===== src/rtl/rdsgd_pkg.sv =====
// Shared types, codes and arithmetic helpers of the dense ReLU layer.
// No dependencies; imported by every module of the layer.
package rdsgd_pkg;

	localparam int LANES      = 16;
	localparam int ACC_W      = 40;
	localparam int FIFO_DEPTH = 2 * LANES;
	localparam int FIFO_AW    = $clog2(FIFO_DEPTH);
	localparam int FIFO_CW    = $clog2(FIFO_DEPTH + 1);

	localparam logic [2:0] CMD_LOAD_W = 3'd0;
	localparam logic [2:0] CMD_LOAD_B = 3'd1;
	localparam logic [2:0] CMD_FWD    = 3'd2;
	localparam logic [2:0] CMD_GRAD   = 3'd3;
	localparam logic [2:0] CMD_READ_W = 3'd4;

	localparam logic [1:0] KIND_ACT   = 2'd0;
	localparam logic [1:0] KIND_IGRAD = 2'd1;
	localparam logic [1:0] KIND_WREAD = 2'd2;

	localparam logic [1:0] CFG_IN_COUNT  = 2'd0;
	localparam logic [1:0] CFG_OUT_COUNT = 2'd1;
	localparam logic [1:0] CFG_RATE      = 2'd2;

	localparam logic signed [15:0] BIAS_RESET = 16'sd410;

	typedef struct packed {
		logic signed [15:0] value;
		logic [3:0]         index;
		logic [1:0]         kind;
		logic               last;
	} result_t;

	typedef struct packed {
		logic shift_x;
		logic shift_a;
		logic clr_a;
	} cell_ctl_t;

	function automatic logic signed [15:0] sat16(input logic signed [47:0] v);
		if (v > 48'sd32767) begin
			return 16'sh7fff;
		end else if (v < -48'sd32768) begin
			return 16'sh8000;
		end else begin
			return v[15:0];
		end
	endfunction

	// Round half up, then shift right arithmetically.
	function automatic logic signed [47:0] rnd_shift(input logic signed [47:0] p,
			input int s);
		logic signed [47:0] half;
		half = 48'sd1 <<< (s - 1);
		return (p + half) >>> s;
	endfunction

endpackage


===== src/rtl/rdsgd_cell.sv =====
// One cell of the input ring: holds a saved input and an input-gradient sum.
// Depends on rdsgd_pkg; instantiated in a row by the layer top level.
module rdsgd_cell (
	input  logic                                clk,
	input  logic                                arst_n,
	input  rdsgd_pkg::cell_ctl_t                ctl,
	input  logic                                in_ring,
	input  logic                                load_x,
	input  logic signed [15:0]                  load_val,
	input  logic signed [15:0]                  x_nxt,
	input  logic signed [rdsgd_pkg::ACC_W-1:0]  a_nxt,
	output logic signed [15:0]                  x,
	output logic signed [rdsgd_pkg::ACC_W-1:0]  a
);
	import rdsgd_pkg::*;

	logic signed [15:0]      x_q;
	logic signed [ACC_W-1:0] a_q;

	always_ff @(posedge clk or negedge arst_n) begin
		if (!arst_n) begin
			x_q <= '0;
			a_q <= '0;
		end else begin
			if (load_x) begin
				x_q <= load_val;
			end else if (ctl.shift_x && in_ring) begin
				x_q <= x_nxt;
			end
			if (ctl.clr_a) begin
				a_q <= '0;
			end else if (ctl.shift_a && in_ring) begin
				a_q <= a_nxt;
			end
		end
	end

	assign x = x_q;
	assign a = a_q;
endmodule


===== config.mk =====
export PLATFORM = sky130hd
export DESIGN_NAME = rdsgd_cell
export DESIGN_NICKNAME = d
export VERILOG_FILES = /design/src/rtl/rdsgd_pkg.sv /design/src/rtl/rdsgd_cell.sv
export SDC_FILE = /design/constraint.sdc
export NUM_CORES = 1
export LEC_CHECK = 0
export CORE_MARGIN = 1
export CORE_UTILIZATION = 35
export DETAILED_ROUTE_END_ITERATION = 10
export DONT_BUFFER_PORTS = 1
export PLACE_DENSITY = 0.53
export REMOVE_ABC_BUFFERS = 1
export SLEW_MARGIN = 30
export SYNTH_ARGS = -nofsm -noshare
export SYNTH_HDL_FRONTEND = slang
export SYNTH_SLANG_ARGS = --single-unit

===== constraint.sdc =====
create_clock -name clk -period 0.8 [get_ports clk]
set_clock_uncertainty 0.05 [all_clocks]
set_input_delay 0.08 -clock clk [delete_from_list [all_inputs] [get_ports clk]]
set_output_delay 0.08 -clock clk [all_outputs]
set_load 0.005 [all_outputs]

---- Word level (Yosys, flattened, before mapping) ----
Index checks and enable logic that the tools add are counted.
storage, ports and cells
  word-level logic and storage cells ...... 10
  output and inout port bits .............. 56
  bits of input ports ..................... 79
  register bits ........................... 56
operators by class
  reduce and logical (&&, ||, !) cells .... 4
  multiplexer cells ....................... 4
operator list
  operator           count
  $mux 40            2
  $mux 16            2
  $reduce_bool 2->1  2
  $logic_and 1x1->1  2

---- Longest topological paths before layout ----
  depth after elaboration ................. 3
  depth in mapped cells ................... 5
  mapped depth without buffers ............ 2

---- Worst setup path before layout ----
No wires, ideal clock.
  path kind ............................... in2reg
  start ................................... input port ctl[2] (netlist name)
  end ..................................... register x_q[0] (netlist: x[0])
  data arrival time ....................... 0.702 ns
  stages .................................. 4
  slack ................................... -0.053 ns
  path buffers ............................ 2
  data required time ...................... 0.649 ns
  library setup time ...................... 0.101 ns
  cells stage by stage .................... buf_2 > and2_4 > buf_6 > o311ai_2
between the ends
  longest elaborated chain between the ends .. 2
ends and longest elaborated chain
  what                                line              source
  start: declaration                  rdsgd_cell.sv:6   input rdsgd_pkg::cell_ctl_t ctl,
  $logic_and 1x1->1                   rdsgd_cell.sv:27  end else if (ctl.shift_x && in_ring) begin
  $reduce_bool 2->1 (no source line)  --
  end signal: assignment              rdsgd_cell.sv:26  x_q <= load_val;
  end signal: assignment              rdsgd_cell.sv:28  x_q <= x_nxt;
  end: declaration                    rdsgd_cell.sv:17  logic signed [15:0] x_q;
Every way passes these cells.
A chain may end at the register's enable or synchronous reset.

---- Worst setup path after layout ----
  start ................................... register a_q[4] (netlist: a[4])
  end ..................................... output port a[4] (netlist name)
RTL lines
  what                      line              source
  start: declaration        rdsgd_cell.sv:18  logic signed [ACC_W-1:0] a_q;
  start signal: assignment  rdsgd_cell.sv:33  a_q <= a_nxt;
  end: declaration          rdsgd_cell.sv:13  output logic signed [rdsgd_pkg::ACC_W-1:0] a
No word-level cell between the ends.

==> flow_metrics.py <==
metrics = {
    "setup_path": {
        "reg2reg_setup_slack_ns": -0.10,
        "ff2ff_path_depth": 3,
        "r2r-start": "x[13]",
        "required_ns": 0.67,
        "r2r-end": "x[13]",
        "crit_fanout": 2,
        "crit_type": "reg -> out",
        "critPathLaunch": "a[4]",
        "crit_path_end_kind": "output pin",
        "startpoint_type": "flop",
        "arrival_ns": 0.92,
    },
    "cells_and_area": {
        "post-route-util_pct": 48.7,
        "drive_gt1_share_pct": 52.4,
        "nFillCells": 739,
        "n_antenna_cell": 0,
        "final_nets": 389,
        "area_growth_pct": 32.9,
        "stdcell_area_sq_um": 3800,
    },
    "drt": {
        "ant_nets": 0,
        "wirelength_um": 6850,
        "drt_iter0_drc": 98,
        "vias": 2238,
        "routed.top_layer": "met4",
        "drt-met1-wl_um": 3160,
        "wl_met2_um": 3060,
        "routed_via_density": 5.42,
        "wl_met3_um": 594,
        "dr.pass1.iters": 6,
        "drc": 0,
        "avgRoutedWirePerCell_um": 16.6,
    },
    "timing": {
        "max_freq_mhz": 952,
        "relSlewSlack_pct": 80.7,
        "final_hold_viol_count": 112,
        "worst_pin_slew_ns": 0.289,
        "fin_crit_ns": 1.05,
        "rsz0062_at_grt": "yes",
        "slew_violations": 0,
        "finalSetupViolCount": 110,
        "whs_ns": -0.605,
        "fin_crit_sh_pct": 131,
        "timing.final.ws_setup_ns": -0.250,
    },
    "power_and_ir_drop": {
        "switching_share_pct": 23.4,
        "p_leak_uw": 0.00160,
        "p_int_uw": 4560,
        "power_uw": 5960,
        "power_frac_clock_pct": 32.3,
        "powerDensity_nw_per_um2": 1570,
        "power_frac_seq_pct": 52.4,
        "comb_power_share_pct": 15.2,
        "switchingPower_uw": 1400,
        "irDropWorstVdd_v": 0.000902,
    },
    "placement": {
        "gp_congestion": 0.662,
        "dp_hpwl_um": 3990,
        "port_buffers": 0,
        "dpl_cell_area_sq_um": 3250,
    },
    "clock_tree": {
        "h-tree-depth": 2,
        "clock-sinks": 56,
        "clock-root-buffer": "clkbuf_8",
        "cts-buffers-inserted": 5,
        "clkTransAtPathRegs_ns": 0.11,
        "clk_latency_ns": 0.31,
        "cts_buffer_depth": 2,
        "cts_tree": "yes",
    },
    "yosys": {
        "seq_area_frac_synth_pct": 49.0,
        "synth.most_common_cell": "dfrtp_1",
        "synth_seq_cells": 56,
        "yosys-top-cells-area": "dfrtp_1 49%, a21bo_2 12%, a21oi_1 7.0%, nand3_1 7.0%, o311ai_2 5.7%",
        "synth_top_cell_by_area": "dfrtp_1",
        "ys_types": 15,
        "synth-edff-count": 0,
        "yosys.area.top_type_share_pct": 49.0,
        "yosys_warnings": 0,
        "netlist_area_sq_um": 2860,
        "synth_common_cells": "56 x dfrtp_1, 40 x a21oi_1, 40 x nand3_1",
        "synthArstFlopShare_pct": 100,
        "synth.avg_cell_area_sq_um": 10.5,
        "syn-instance-count": 273,
        "synthFlopType": "dfrtp_1",
    },
    "grt": {
        "gr-total-overflow": 0,
        "grt_max_degree": 98,
        "grt_pass1_vias": 2271,
        "antenna_found_initial": 0,
        "grt_pass1_wl_um": 11000,
        "track_usage_pct": 15.9,
    },
    "run_status": {
        "violations": "hold timing, setup timing",
        "outcome": "finished, violations left",
    },
    "floorplanning": {
        "die_h_um": 92.4,
        "die_x_um": 92.4,
        "dieArea_sq_um": 8540,
        "rows": 32,
        "io_pins": 135,
        "initial_utilization_pct": 36.6,
        "coreArea_sq_um": 7810,
    },
    "hold_path": {
        "worst_hold_path_type": "in -> async",
    },
    "flow_run": {
        "maxCapViolCount": 0,
    },
}
-- worst max-delay path: stages, from the launching register on --
cell and delay [ns]:
dfrtp_1 0.40, buf_6 0.12, buf_6 0.10
-- how the worst max path moves through the flow --
| stage | end | slack, ns | depth (start not counted) |
|---|---|---|---|
| after floorplan | a[0] | 0.02 | 2 |
| after global placement | a[20] | 0.003 | 2 |
| after detailed placement | x[12] | -0.06 | 2 |
| after CTS | a[4] | -0.27 | 2 |
| after global routing | a[4] | -0.30 | 2 |
| final | a[4] | -0.25 | 2 |
-- layout by cell type, fill, tap and decap left out --
cell type,n
a21bo_1,5
a21bo_2,35
a21oi_1,1
a21oi_2,39
and2_4,1
buf_4,3
buf_6,59
bufinv_16,1
clkbuf_8,5
clkinv_4,2
dfrtp_1,56
inv_1,13
inv_2,3
nand2_1,16
nand3_1,40
nand4b_1,16
o311ai_1,1
o311ai_2,15
-- layer usage --
layer | global-route usage (%) | vias up
met3 | 5.42 | 5
met2 | 25.7 | 102
li1 | - | 1047
met4 | 3.52 | 0
met5 | 0 | -
met1 | 20.5 | 1084
-- stage by stage --
stage | hold WS, ns | std cells | TNS (ns) | setup slack [ns]
global route | -0.629 | 413 | -14.89 | -0.297
detailed placement | -0.264 | 401 | -0.337 | -0.0578
global placement | -0.264 | 401 | 0 | 0.00294
floorplan | -0.266 | 241 | 0 | 0.0154
finish | -0.605 | 413 | -10.58 | -0.250
CTS | -0.616 | 410 | -11.27 | -0.266
-- power by group through the flow --
stage | clock (uW) | sequential (uW) | combinational [uW]
after floorplan | 0 | 3150 | 358
after global placement | 0 | 3140 | 676
after detailed placement | 0 | 3140 | 697
after CTS | 2010 | 3120 | 879
after global routing | 2110 | 3140 | 976
final | 1930 | 3120 | 908
-- kinds of logic (layout without fill, tap and decap cells) --
kind of cell / after synthesis / count (layout) / synth area share, %
and+or+nand+nor: 73 / 73 / 14.3
buffers and inverters: 48 / 86 / 8.18
AOI/OAI and AO/OA: 96 / 96 / 28.5
DFF: 56 / 56 / 49.0
-- cell type report --
cell class	instances	area [sq um]	area share, %
Clock inverter	3	47.5	1.25
Clock buffer	5	68.8	1.81
Tap cell	102	128	3.36
Timing Repair Buffer	62	687	18.1
Sequential cell	56	1400	36.9
Inverter	16	60.1	1.58
Multi-Input combinational cell	169	1410	37.1
-- registers in the layout, summed over array words and instances, names as in the netlist --
name / cells
a: 40
x: 16
-- timing repair --
| item | in CTS | in global routing |
|---|---|---|
| pin swaps | 41 | 1 |
| resized for setup | 101 | 5 |
| buffers inserted | 1 | 3 |
| endpoints found under the setup margin | 103 | 112 |
| cloned | 0 | 0 |
| hold endpoints to repair | 112 | 112 |
No activity file was read; power rests on OpenSTA's default activity.
