**src/rtl/rdsgd_pkg.sv**
```systemverilog
// Shared types, codes and arithmetic helpers of the dense ReLU layer.
// No dependencies; imported by every module of the layer.
package rdsgd_pkg;

	localparam int LANES      = 16;
	localparam int ACC_W      = 40;
	localparam int FIFO_DEPTH = 2 * LANES;
	localparam int FIFO_AW    = $clog2(FIFO_DEPTH);
	localparam int FIFO_CW    = $clog2(FIFO_DEPTH + 1);

	localparam logic [2:0] CMD_LOAD_W = 3'd0;
	localparam logic [2:0] CMD_LOAD_B = 3'd1;
	localparam logic [2:0] CMD_FWD    = 3'd2;
	localparam logic [2:0] CMD_GRAD   = 3'd3;
	localparam logic [2:0] CMD_READ_W = 3'd4;

	localparam logic [1:0] KIND_ACT   = 2'd0;
	localparam logic [1:0] KIND_IGRAD = 2'd1;
	localparam logic [1:0] KIND_WREAD = 2'd2;

	localparam logic [1:0] CFG_IN_COUNT  = 2'd0;
	localparam logic [1:0] CFG_OUT_COUNT = 2'd1;
	localparam logic [1:0] CFG_RATE      = 2'd2;

	localparam logic signed [15:0] BIAS_RESET = 16'sd410;

	typedef struct packed {
		logic signed [15:0] value;
		logic [3:0]         index;
		logic [1:0]         kind;
		logic               last;
	} result_t;

	typedef struct packed {
		logic shift_x;
		logic shift_a;
		logic clr_a;
	} cell_ctl_t;

	function automatic logic signed [15:0] sat16(input logic signed [47:0] v);
		if (v > 48'sd32767) begin
			return 16'sh7fff;
		end else if (v < -48'sd32768) begin
			return 16'sh8000;
		end else begin
			return v[15:0];
		end
	endfunction

	// Round half up, then shift right arithmetically.
	function automatic logic signed [47:0] rnd_shift(input logic signed [47:0] p,
			input int s);
		logic signed [47:0] half;
		half = 48'sd1 <<< (s - 1);
		return (p + half) >>> s;
	endfunction

endpackage

```
**src/rtl/rdsgd_ofifo.sv**
```systemverilog
// Result queue of the layer: holds finished result beats until taken.
// Depends on rdsgd_pkg for the result type and depth.
module rdsgd_ofifo (
	input  logic                            clk,
	input  logic                            arst_n,
	input  logic                            push,
	input  rdsgd_pkg::result_t              push_data,
	input  logic                            pop,
	output rdsgd_pkg::result_t              head,
	output logic [rdsgd_pkg::FIFO_CW-1:0]   count
);
	import rdsgd_pkg::*;

	result_t              mem_q [FIFO_DEPTH];
	logic [FIFO_AW-1:0]   wp_q;
	logic [FIFO_AW-1:0]   rp_q;
	logic [FIFO_CW-1:0]   cnt_q;

	always_ff @(posedge clk) begin
		if (push) begin
			mem_q[wp_q] <= push_data;
		end
	end

	always_ff @(posedge clk or negedge arst_n) begin
		if (!arst_n) begin
			wp_q  <= '0;
			rp_q  <= '0;
			cnt_q <= '0;
		end else begin
			if (push) begin
				wp_q <= wp_q + 1'b1;
			end
			if (pop) begin
				rp_q <= rp_q + 1'b1;
			end
			if (push && !pop) begin
				cnt_q <= cnt_q + 1'b1;
			end else if (pop && !push) begin
				cnt_q <= cnt_q - 1'b1;
			end
		end
	end

	assign head  = mem_q[rp_q];
	assign count = cnt_q;
endmodule

```
**config.mk**
```make
export PLATFORM = sky130hd
export DESIGN_NAME = rdsgd_ofifo
export DESIGN_NICKNAME = d
export VERILOG_FILES = /design/src/rtl/rdsgd_pkg.sv /design/src/rtl/rdsgd_ofifo.sv
export SDC_FILE = /design/constraint.sdc
export NUM_CORES = 1
export LEC_CHECK = 0
export BUFFER_PORTS_ARGS = -buffer_cell sky130_fd_sc_hd__buf_4
export CORE_MARGIN = 3
export CORE_UTILIZATION = 45
export CTS_BUF_LIST = sky130_fd_sc_hd__clkbuf_8
export CTS_CLUSTER_DIAMETER = 80
export DETAILED_ROUTE_END_ITERATION = 10
export PLACE_DENSITY = 0.73
export SLEW_MARGIN = 30
export SYNTH_ARGS = -nofsm -noshare
export SYNTH_HDL_FRONTEND = slang
export SYNTH_SLANG_ARGS = --single-unit
```
**constraint.sdc**
```tcl
create_clock -name clk -period 2.5 [get_ports clk]
set_clock_uncertainty 0.05 [all_clocks]
set_input_delay 0.25 -clock clk [delete_from_list [all_inputs] [get_ports clk]]
set_output_delay 0.25 -clock clk [all_outputs]
set_load 0.005 [all_outputs]
```
* Yosys cells after proc, flatten, opt, wreduce, memory -nomap -nowiden
Memory sizes are Yosys's and may differ from the RTL's.
Cells that the tools add are included.
** Word-level totals
- Flip-flop bits (word level) :: 16
- RAM bits :: 736
- Word-level logic and storage cells :: 17
- Memories kept :: 1
** Cells by class
- Add/subtract/negate cells :: 4
- Muxes and demuxes :: 4
- Reductions and logical operators :: 5
** Memory list
- mem_q :: words 32, bits a word 23, read ports 1, clocked after memory_dff 0, wr ports 1, RTL line rdsgd_ofifo.sv:14 : result_t mem_q [FIFO_DEPTH];
** Operator list (number)
- 6-bit 2-to-1 mux :: 2
- 5-bit by 1-bit adder with 5-bit output, second input constant :: 2
- 6-bit by 1-bit adder with 6-bit output, second input constant :: 1
- 6-bit by 1-bit subtractor with 6-bit output, second input constant :: 1
- 1-bit logical AND :: 2
- 1-bit logical NOT :: 2
- 1-bit 2-to-1 mux :: 2
- 2-bit nonzero test :: 1

* Logic depth before layout (Yosys ltp)
Gate-level depths: netlist of run 1.
- Depth in word-level cells :: 4
- Mapped depth :: 8

* Worst setup path before layout of run 1
OpenSTA, ideal clock, no wires.
- Path kind :: reg-to-reg
- Start :: reg wp_q[2]
- End :: mem mem_q[4][0] (netlist bit) (enable)
- Data arrival time :: 2059 ps
- Data required time :: 2047 ps
- Path slack :: -11 ps
- Stages on the path, launching flop included :: 4
- Buffers on the path :: 1
- Clock period less this slack :: 2511 ps
- Cells stage by stage :: dfrtp_1 > clkbuf_1 > or3b_2 > nor2_1
** RTL lines
- start, declared :: RTL line rdsgd_ofifo.sv:15 : logic [FIFO_AW-1:0] wp_q;
- start signal, assigned :: RTL line rdsgd_ofifo.sv:32 : wp_q <= wp_q + 1'b1;
- end, declared :: RTL line rdsgd_ofifo.sv:14
Straight into the memory's write port.

==> run metrics, run 1 <==
Worst EP required ~2.2 ns; Synth-to-Final Area Change 20.6%; layout cells sized above 1 between 30% and 40%; CTS max path bufs 3; die span in y ~260 um; Final Critical Period ~3.2 ns; Port Buffers between 50 and 60; failing checks setup timing; Setup CP Type register to output pin; post-synth cell types 37; # DRC 0; worst skew pair latency between 0.6 and 0.7 ns; Lkg Pwr approximately 11 nW; CP Max Fanout 6; Crit. End Element output pin; Worst slew margin between 50% and 60%; Final Hold Fails 0; Slew Viols, Final 0; f_max approximately 0.31 GHz; HPWL reported at the end of detailed placement between 40 and 50 mm; chip width approximately 260 um; Starting Density 45.5%; hold_ws 0.0923 ns; Synth Instances 1,326; Max IR drop VDD between 0.0006 and 0.0007 V; syn_nets around 1,400; top cell type by total area after synthesis edfxtp_1; Max-cap violations 0; cts bufs inserted ~110; Routed wire per std cell around 28 um; largest net degree at the start of global routing 33; drt via density around 5.9; placed cells roughly 2,300; vias in the first global route 15,500; H-tree depth 3; clock sinks 752; Iter 0 DRT Violations 1,652; post-synthesis sequential area ratio between 70% and 80%; CTS tree yes; RSZ-0062 raised after global routing true; status complete, but fails checks; IO Pins 56; Final WS setup -0.697 ns; Final setup viols 23; first-pass GRT wire length ~100 mm; crit share post-route 128%; synth warn 0; initial antenna violation count 6; Hold WC Path Type input port to asynchronous set/reset pin; Synth top area share between 70% and 80%; Core Region 0.0632 mm2; Total Routed Length around 70 mm; reg2reg path depth 5; largest cells by area after synthesis edfxtp_1, mux4_2, mux2i_1, dfrtp_1, a211oi_1; Syn Area/Cell about 22 um2; Tot GR Track Use a little over a fifth; flop and latch count out of synthesis around 750; clock transition at the registers of the reported paths 0.07 ns; antenna viol nets, final 0; CP arrival 2.90 ns; GP Congestion between 0.7 and 0.8; Setup TNS -13.87 ns; total die area between 0.06 and 0.07 mm2; Nets roughly 1,600; remaining global-route overflow 0; Worst setup SP type register; First-pass DRT Iterations 5; CTS Root Cell clkbuf_8; Vias around 15,000; post-synth design cell area approximately 0.029 mm2; Slew @ Worst Pin between 0.6 and 0.7 ns; Final Non-Filler Cells roughly 2,500; # rows between 90 and 100; power per cell area 1090 mW/mm2
layer usage:
layer | GRT usage (%) | wire, um | share of wire [%] | vias to the layer above
met2 | 34.2 | 34400 | 49 | 816
met4 | 6.30 | 1690 | 2.4 | 6
met3 | 5.09 | 6650 | 9.5 | 121
met5 | 0 | 34 | 0.048 | -
met1 | 28.9 | 27500 | 39 | 7934
li1 | - | - | - | 6200
sequential cells by signal, indices dropped and copies added, names as in the netlist:
signal / count
mem_q: 736
count: 6
rp_q: 5
wp_q: 5
where the power goes:
| part | internal [mW] | switching (mW) | total, mW |
|---|---|---|---|
| logic | 6.69 | 6.87 | 13.6 |
| registers | 14.7 | 0.479 | 15.2 |
| clock network | 4.46 | 4.61 | 9.07 |
path summary, 6_finish.rpt:
kind	from	to	slack (ns)
max in group asynchronous	arst_n	rp_q[0]	1.92
worst max-delay path	rp_q[0]	head[15]	-0.70
min in group clk	push	wp_q[0]	0.33
worst min register to register	count[5]	count[5]	0.43
worst max register to register	wp_q[0]	mem_q[26][6]	0.41
worst min-delay path	arst_n	rp_q[1]	0.09
cells in the final DEF (no fill, tap or decap), drive strengths merged, types with 13 or more instances in the layout:
master	synthesis	layout
edfxtp	736	736
buf	46	215
mux4	140	140
clkbuf	30	119
mux2i	90	90
inv	4	50
a211oi	45	45
clkinv	0	38
nor2	35	35
dlygate4sd3	0	26
a21oi	26	26
o221ai	23	23
a22oi	23	23
o22ai	22	22
a22o	22	22
dfrtp	16	16
nand2	13	13
worst max-delay path: stages (launching register included):
cell,delay (ns)
dfrtp_4,0.51
buf_12,0.15
buf_12,0.13
buf_16,0.14
mux4_2,0.43
a22o_1,0.23
a211oi_2,0.25
buf_4,0.18
a21oi_2,0.03
buf_4,0.15
repair_timing:
item | 4_1_cts | 5_1_grt
setup endpoints to repair | 23 | 23
pin swaps | 20 | 22
hold buffers | 27 | 0
hold endpoints to repair | 760 | 0
cloned | 7 | 2
buffers inserted | 12 | 8
resized for setup | 70 | 43
through the flow:
step	utilization [%]	power [mW]	setup WS [ns]	cell area, um2
floorplan	-	21.9	-0.0115	28800
global placement	49.7	26.7	-0.148	31400
detailed placement	49.7	27.0	-0.149	31400
CTS	54.4	37.4	-0.739	34400
global route	54.9	39.3	-0.771	34700
finish	54.9	37.8	-0.697	34700
cell type report:
type / count / area (um2)
Clock buffer: 117 / 1610
Sequential cell: 752 / 22500
Inverter: 4 / 15.0
Fill cell: 4550 / 28500
Tap cell: 846 / 1060
Multi-Input combinational cell: 494 / 6450
Antenna cell: 3 / 7.51
Timing Repair Buffer: 243 / 2580
Clock inverter: 88 / 430
logic make-up after synthesis:
| family | share of synthesized area (%) |
|---|---|
| xor gates and xnor gates | 0.365 |
| adders and majority gates | 0.505 |
| and+or+nand+nor | 1.08 |
| buffers and inverters | 1.34 |
| AOI/OAI and AO/OA | 4.29 |
| muxes | 14.2 |
| DFF | 78.2 |
synth_stat cells, drive strengths merged:
| master | count |
|---|---|
| or3b | 2 |
| o211ai | 1 |
| inv | 4 |
| fa | 1 |
| o21ai | 8 |
| nand3b | 3 |
| edfxtp | 736 |
| nor2 | 35 |
| or2 | 1 |
| ha | 10 |
| mux2 | 2 |
| nor2b | 2 |
| mux2i | 90 |
| clkbuf | 30 |
| nand2 | 13 |
| nor4 | 2 |
| a22oi | 23 |
| or4 | 1 |
| o22ai | 22 |
| dfrtp | 16 |
| mux4 | 140 |
| a21oi | 26 |
| a21o | 2 |
| a22o | 22 |
| nand3 | 2 |
| nand4b | 1 |
| nor3b | 1 |
| or3 | 1 |
| o221ai | 23 |
| xnor2 | 8 |
| a211oi | 45 |
| buf | 46 |
| xor2 | 4 |
| nand4 | 3 |
No activity file was read; power rests on OpenSTA's default activity.
==> run 2: changes to the inputs <==
--- a/config.mk
+++ b/config.mk
@@ -6,12 +6,14 @@
 export NUM_CORES = 1
 export LEC_CHECK = 0
 export BUFFER_PORTS_ARGS = -buffer_cell sky130_fd_sc_hd__buf_4
+export CELL_PAD_IN_SITES_DETAIL_PLACEMENT = 1
+export CELL_PAD_IN_SITES_GLOBAL_PLACEMENT = 1
 export CORE_MARGIN = 3
 export CORE_UTILIZATION = 45
 export CTS_BUF_LIST = sky130_fd_sc_hd__clkbuf_8
 export CTS_CLUSTER_DIAMETER = 80
 export DETAILED_ROUTE_END_ITERATION = 10
-export PLACE_DENSITY = 0.73
+export PLACE_DENSITY = 0.79
 export SLEW_MARGIN = 30
 export SYNTH_ARGS = -nofsm -noshare
 export SYNTH_HDL_FRONTEND = slang
==> run metrics, run 2 (synthesized netlist as in run 1, its figures left out) <==
reg2reg path depth 4 (-1); HPWL reported at the end of detailed placement 46.6 mm (+16%); combinational share of power 36.2% (+0.3 points); Slew @ Worst Pin 0.711 ns (+0.0363 ns); worst skew pair latency 0.74 ns (+0.05 ns); H-tree depth 3 (unchanged); Final setup viols 23 (unchanged); Lkg Pwr 11.4 nW (-0.23%); first-pass GRT wire length 122 mm (+18%); worst path cell trace buf_12, buf_4, mux4_2, a22o_4, a211oi_4, buf_6, a21oi_2, buf_4; Pint 25.8 mW (-0.36%); GP Congestion 0.765 (-1.6%); chip width 259 um (unchanged); CP Max Fanout 10 (+4); First-pass DRT Iterations 5 (unchanged); Hold WC Path Type input port to asynchronous set/reset pin; total die area 0.0670 mm2 (unchanged); status complete, but fails checks; initial antenna violation count 4 (-2); Pwr Total 38.8 mW (+2.5%); area of the multi-input gates 0.00642 mm2 (-0.48%); clock group share of total power 24.3% (+0.3 points); Worst EP required 2.20 ns (about the same); Max-cap violations 0 (unchanged); Worst slew margin 52.5% (-2.4 points); CTS max path bufs 3 (unchanged); Slew Viols, Final 0 (unchanged); Max IR drop VDD 0.000634 V (+1.0%); # rows 92 (unchanged); r2r endpoint mem_q[23][5]; cts bufs inserted 111 (-0.89%); f_max 0.310 GHz (-1.0%); Core Region 0.0632 mm2 (unchanged); max reg flops 736 (unchanged); Final WS setup -0.730 ns (-0.0331 ns); Sequential Area 0.0225 mm2 (unchanged); antenna viol nets, final 0 (unchanged); clock sinks 752 (unchanged); Biggest register mem_q; Crit. End Element output pin; power per cell area 1120 mW/mm2 (+2.9%); Starting Density 45.5% (unchanged); CP arrival 2.93 ns (+0.03 ns); clock transition at the registers of the reported paths 0.07 ns (about the same); Reg power frac 39.4% (-0.8 points); Synth-to-Final Area Change 20.2%; die span in y 259 um (unchanged); reg2reg start wp_q[0]; # DRC 0 (unchanged); Final Critical Period 3.23 ns (+0.0331 ns); most frequent cells in the layout edfxtp_1, buf_4, mux4_2; Routed wire per std cell 33.4 um (+21%); Port Buffers 55 (unchanged); failing checks setup timing; remaining global-route overflow 0 (unchanged); drt via density 6.19 (+4.5%); sw frac 33.5% (+1.9 points); vias in the first global route 17,000 (+10%); FF-to-FF setup slack 0.33 ns (-0.08 ns); crit share post-route 129% (+1.3 points); layout cells sized above 1 36.0% (+0.22 points); Final Hold Fails 0 (unchanged); RSZ-0062 raised after global routing true; slowest stage delay, CP 0.51 ns (about the same); post-route cell area 0.0346 mm2 (-0.32%); Setup CP Type register to output pin; Tot GR Track Use 25.6% (+4.4 points); CTS tree yes; Sw Pwr 13.0 mW (+8.8%); Worst setup SP type register; filler instances 5,519 (+21%); CP top delay family buffers and inverters; Placed Area 0.0316 mm2 (+0.43%); worst path bufs/invs 4 (-1); Critical-path top delay cell mux4_2; largest net degree at the start of global routing 48 (+45%); commonest non-fill, non-tap cell in the layout edfxtp_1; Crit path top cell by count buf_4; Total Routed Length 85.0 mm (+21%); Iter 0 DRT Violations 2,141 (+30%); Nets 1,648 (+0.18%); IO Pins 56 (unchanged); Vias 15,700 (+4.3%); CTS Root Cell clkbuf_8
-- run 2: cell types whose count changed in the layout (fill, tap and decap cells not counted), sizes merged --
cell	previous run	this run
clkinvlp	3	1
bufbuf	0	1
inv	50	48
clkinv	38	36
buf	215	220
clkbuf	119	117
diode	3	1
-- run 2: layout make-up --
| class | instances | share of cell area [%] |
|---|---|---|
| Sequential cell | 752 | 65.1 |
| Multi-Input combinational cell | 494 | 18.6 |
| Timing Repair Buffer | 247 | 7.34 |
| Clock buffer | 117 | 4.66 |
| Tap cell | 846 | 3.06 |
| Clock inverter | 82 | 1.16 |
| Inverter | 4 | 0.0434 |
| Antenna cell | 1 | 0.00724 |
-- run 2: metal layers --
| metal | vias up | track usage (%) | share of wire, % |
|---|---|---|---|
| met4 | 2 | 11.1 | 3.8 |
| met2 | 1052 | 42.7 | 50 |
| met3 | 189 | 4.83 | 9.6 |
| met1 | 8297 | 33.2 | 36 |
| met5 | - | 0 | 0.015 |
| li1 | 6192 | - | - |
-- run 2: timing repair --
action / in CTS / in global routing
cloned: 2 / 0
setup buffers: 9 / 11
setup endpoints to repair: 23 / 23
gates resized for setup: 74 / 27
hold buffers: 27 / 0
pin swaps: 7 / 4
hold endpoints to repair: 760 / 0
-- run 2: tightest hold or removal path: stages --
cell           delay, ns
dlygate4sd3_1       0.52
buf_4               0.12
buf_2               0.42
-- run 2: stage by stage --
stage	utilization, %	setup WS (ns)	hold WS [ns]	std cells	TNS [ns]
global route	54.7	-0.822	0.0787	2543	-17.81
floorplan	-	-0.0115	-0.0956	1326	-1.48
finish	54.7	-0.730	0.0657	2543	-15.40
global placement	49.9	-0.131	0.0863	2294	-0.266
detailed placement	49.9	-0.139	0.0957	2294	-0.606
CTS	54.3	-0.768	0.265	2531	-16.49
-- run 2: power by group through the flow --
| stage | Sequential, mW | Combinational [mW] | Clock [mW] |
|---|---|---|---|
| global placement | 15.4 | 11.7 | 0 |
| finish | 15.3 | 14.0 | 9.44 |
| global route | 15.3 | 14.6 | 10.1 |
| detailed placement | 15.5 | 12.2 | 0 |
| floorplan | 15.1 | 6.75 | 0 |
| CTS | 15.3 | 13.5 | 9.48 |
-- run 2: worst max-delay path by stage --
| stage | start | to | cells after the start | slack [ns] |
|---|---|---|---|---|
| 2_1_floorplan | wp_q[2] | mem_q[4][0] | 3 | -0.01 |
| 3_3_place_gp | rp_q[0] | head[6] | 6 | -0.13 |
| 3_5_place_dp | rp_q[0] | head[5] | 7 | -0.14 |
| 4_1_cts | rp_q[0] | head[22] | 8 | -0.77 |
| 5_1_grt | rp_q[0] | head[17] | 9 | -0.82 |
| 6_report | rp_q[0] | head[10] | 8 | -0.73 |
==> run 3: changes to the inputs <==
--- a/config.mk
+++ b/config.mk
@@ -13,7 +13,7 @@
 export CTS_BUF_LIST = sky130_fd_sc_hd__clkbuf_8
 export CTS_CLUSTER_DIAMETER = 80
 export DETAILED_ROUTE_END_ITERATION = 10
-export PLACE_DENSITY = 0.79
+export PLACE_DENSITY_LB_ADDON = 0.1
 export SLEW_MARGIN = 30
 export SYNTH_ARGS = -nofsm -noshare
 export SYNTH_HDL_FRONTEND = slang
==> run metrics, run 3 (synthesized netlist as in run 1, its figures left out) <==
Setup CP Type register to output pin; Reg power frac 38.8% (-0.6 points); most frequent cells in the layout edfxtp_1, buf_4, mux4_2; # DRC 0 (unchanged); failing checks setup timing; combinational share of power 36.8% (+0.6 points); cts bufs inserted 120 (+8.1%); grt met1 use 33.8% (+0.66 points); Crit. End Element output pin; antenna viol nets, final 0 (unchanged); layout cells sized above 1 36.0% (-0.066 points); Port Buffers 55 (unchanged); FF-to-FF setup slack 0.43 ns (+0.10 ns); Synth-to-Final Area Change 21.7%; Total Routed Length 78.6 mm (-7.5%); Slew Viols, Final 0 (unchanged); busiest grt layer met2; largest net degree at the start of global routing 33 (-31%); Iter 0 DRT Violations 1,306 (-39%); Core Region 0.0632 mm2 (unchanged); HPWL reported at the end of detailed placement 44.3 mm (-5.0%); chip width 259 um (unchanged); Worst setup SP type register; met3 Track Usage GR 4.47% (-0.36 points); CP Max Fanout 6 (-4); H-tree depth 3 (unchanged); clock sinks 752 (unchanged); Worst Hold Launch push; Hold WC Path Type input port to register; initial antenna violation count 6 (+2); slowest stage delay, CP 0.51 ns (about the same); r2r endpoint mem_q[0][19]; GP Congestion 0.742 (-3.0%); CTS tree yes; CTS max path bufs 3 (unchanged); Final WS setup -0.713 ns (+0.0175 ns); Routed wire per std cell 30.6 um (-8.3%); hold_ws 0.289 ns (+0.223 ns); Critical-path top delay cell mux4_2; die span in y 259 um (unchanged); Hold Path End wp_q[0]; Starting Density 45.5% (unchanged); CP top delay family multiplexers; Tot GR Track Use 23.9% (-1.7 points); max reg flops 736 (unchanged); met2 GRT Util 38.5% (-4.2 points); Biggest register mem_q; vias in the first global route 15,900 (-6.6%); sw frac 32.1% (-1.4 points); Worst slew margin 40.9% (-12 points); Max IR drop VDD 0.000613 V (-3.4%); drt via density 5.81 (-6.0%); f_max 0.311 GHz (+0.54%); worst path cell trace buf_12, buf_12, buf_16, mux4_2, mux4_2, nor2_4, a21oi_4, buf_6; clock transition at the registers of the reported paths 0.06 ns (about the same); reg2reg path depth 6 (+2); Lkg Pwr 11.6 nW (+1.5%); RSZ-0062 raised after global routing true; IO Pins 56 (unchanged); Final setup viols 23 (unchanged); remaining global-route overflow 0 (unchanged); Setup TNS -14.99 ns (+0.404 ns); First-pass DRT Iterations 5 (unchanged); worst skew pair latency 0.73 ns (about the same); status complete, but fails checks; first-pass GRT wire length 113 mm (-7.3%); Pint 26.4 mW (+2.6%); # rows 92 (unchanged); WHS Path Cells 3; total die area 0.0670 mm2 (unchanged); crit share post-route 129% (-0.70 points); Sw Pwr 12.5 mW (-3.8%); CP arrival 2.91 ns (-0.02 ns); worst path bufs/invs 4 (unchanged); Final Critical Period 3.21 ns (-0.0175 ns); Vias 14,900 (-5.2%); clock group share of total power 24.5% (+0.2 points); reg2reg start wp_q[0]; commonest non-fill, non-tap cell in the layout edfxtp_1; Final Hold Fails 0 (unchanged); Slew @ Worst Pin 0.884 ns (+0.172 ns); Nets 1,661 (+0.79%); Max-cap violations 0 (unchanged); Worst EP required 2.20 ns (about the same); power per cell area 1110 mW/mm2 (-0.76%); CTS Root Cell clkbuf_8
## run 3: cell count changes in the layout (fill, tap and decap cells not counted), sizes merged
cell	before	now
buf	220	223
bufinv	1	2
clkbuf	117	124
clkinv	36	26
clkinvlp	1	5
diode	1	6
dlygate4sd3	26	27
inv	48	59
## run 3: repair_timing
action	CTS	global route
setup endpoints to repair	23	23
buffers inserted	23	8
resized for setup	93	15
hold buffers	27	0
endpoints found under the hold margin	761	0
gates cloned	4	0
pin swaps	32	7
## run 3: power by group through the flow
stage                     Clock [mW]  Combinational, mW  Sequential (mW)
after floorplan                    0               6.75             15.1
after global placement             0               12.4             15.3
after detailed placement           0               12.5             15.4
after CTS                       9.77               14.3             15.1
after global routing            10.3               15.1             15.2
final                           9.52               14.3             15.1
## run 3: tightest hold or removal path: stages
cell and delay (ns):
dlygate4sd3_1 0.52, buf_4 0.17, xor2_1 0.08
## run 3: routing by layer
metal	vias up	wire (um)
met3	116	4370
met1	8109	34200
li1	6232	-
met2	453	38200
met4	0	1830
met5	-	0
## run 3: stage by stage
stage,instances,setup WS [ns],power [mW],cell area (um2),utilization (%)
6_report,2565,-0.713,39.0,35000,55.4
5_1_grt,2562,-0.791,40.6,35000,55.3
4_1_cts,2552,-0.769,39.2,34900,55.2
3_5_place_dp,2287,-0.321,27.9,31700,50.1
3_3_place_gp,2287,-0.312,27.7,31700,50.1
2_1_floorplan,1326,-0.0115,21.9,28800,-
## run 3: layout make-up
class	instances	area [um2]
multi-input combinational	494	6490
timing repair buffer	251	2740
antenna	6	15.0
clock buffer	124	1710
fill	5427	28200
tap	846	1060
clock inverter	88	447
sequential	752	22500
inverter	4	15.0
## run 3: how the worst max path moves through the flow
stage / depth (start not counted) / end / start / slack, ns
floorplan: 3 / mem_q[4][0] / wp_q[2] / -0.01
global placement: 7 / head[12] / rp_q[0] / -0.31
detailed placement: 7 / head[12] / rp_q[0] / -0.32
CTS: 8 / head[7] / rp_q[0] / -0.77
global route: 8 / head[0] / rp_q[0] / -0.79
finish: 8 / head[21] / rp_q[0] / -0.71
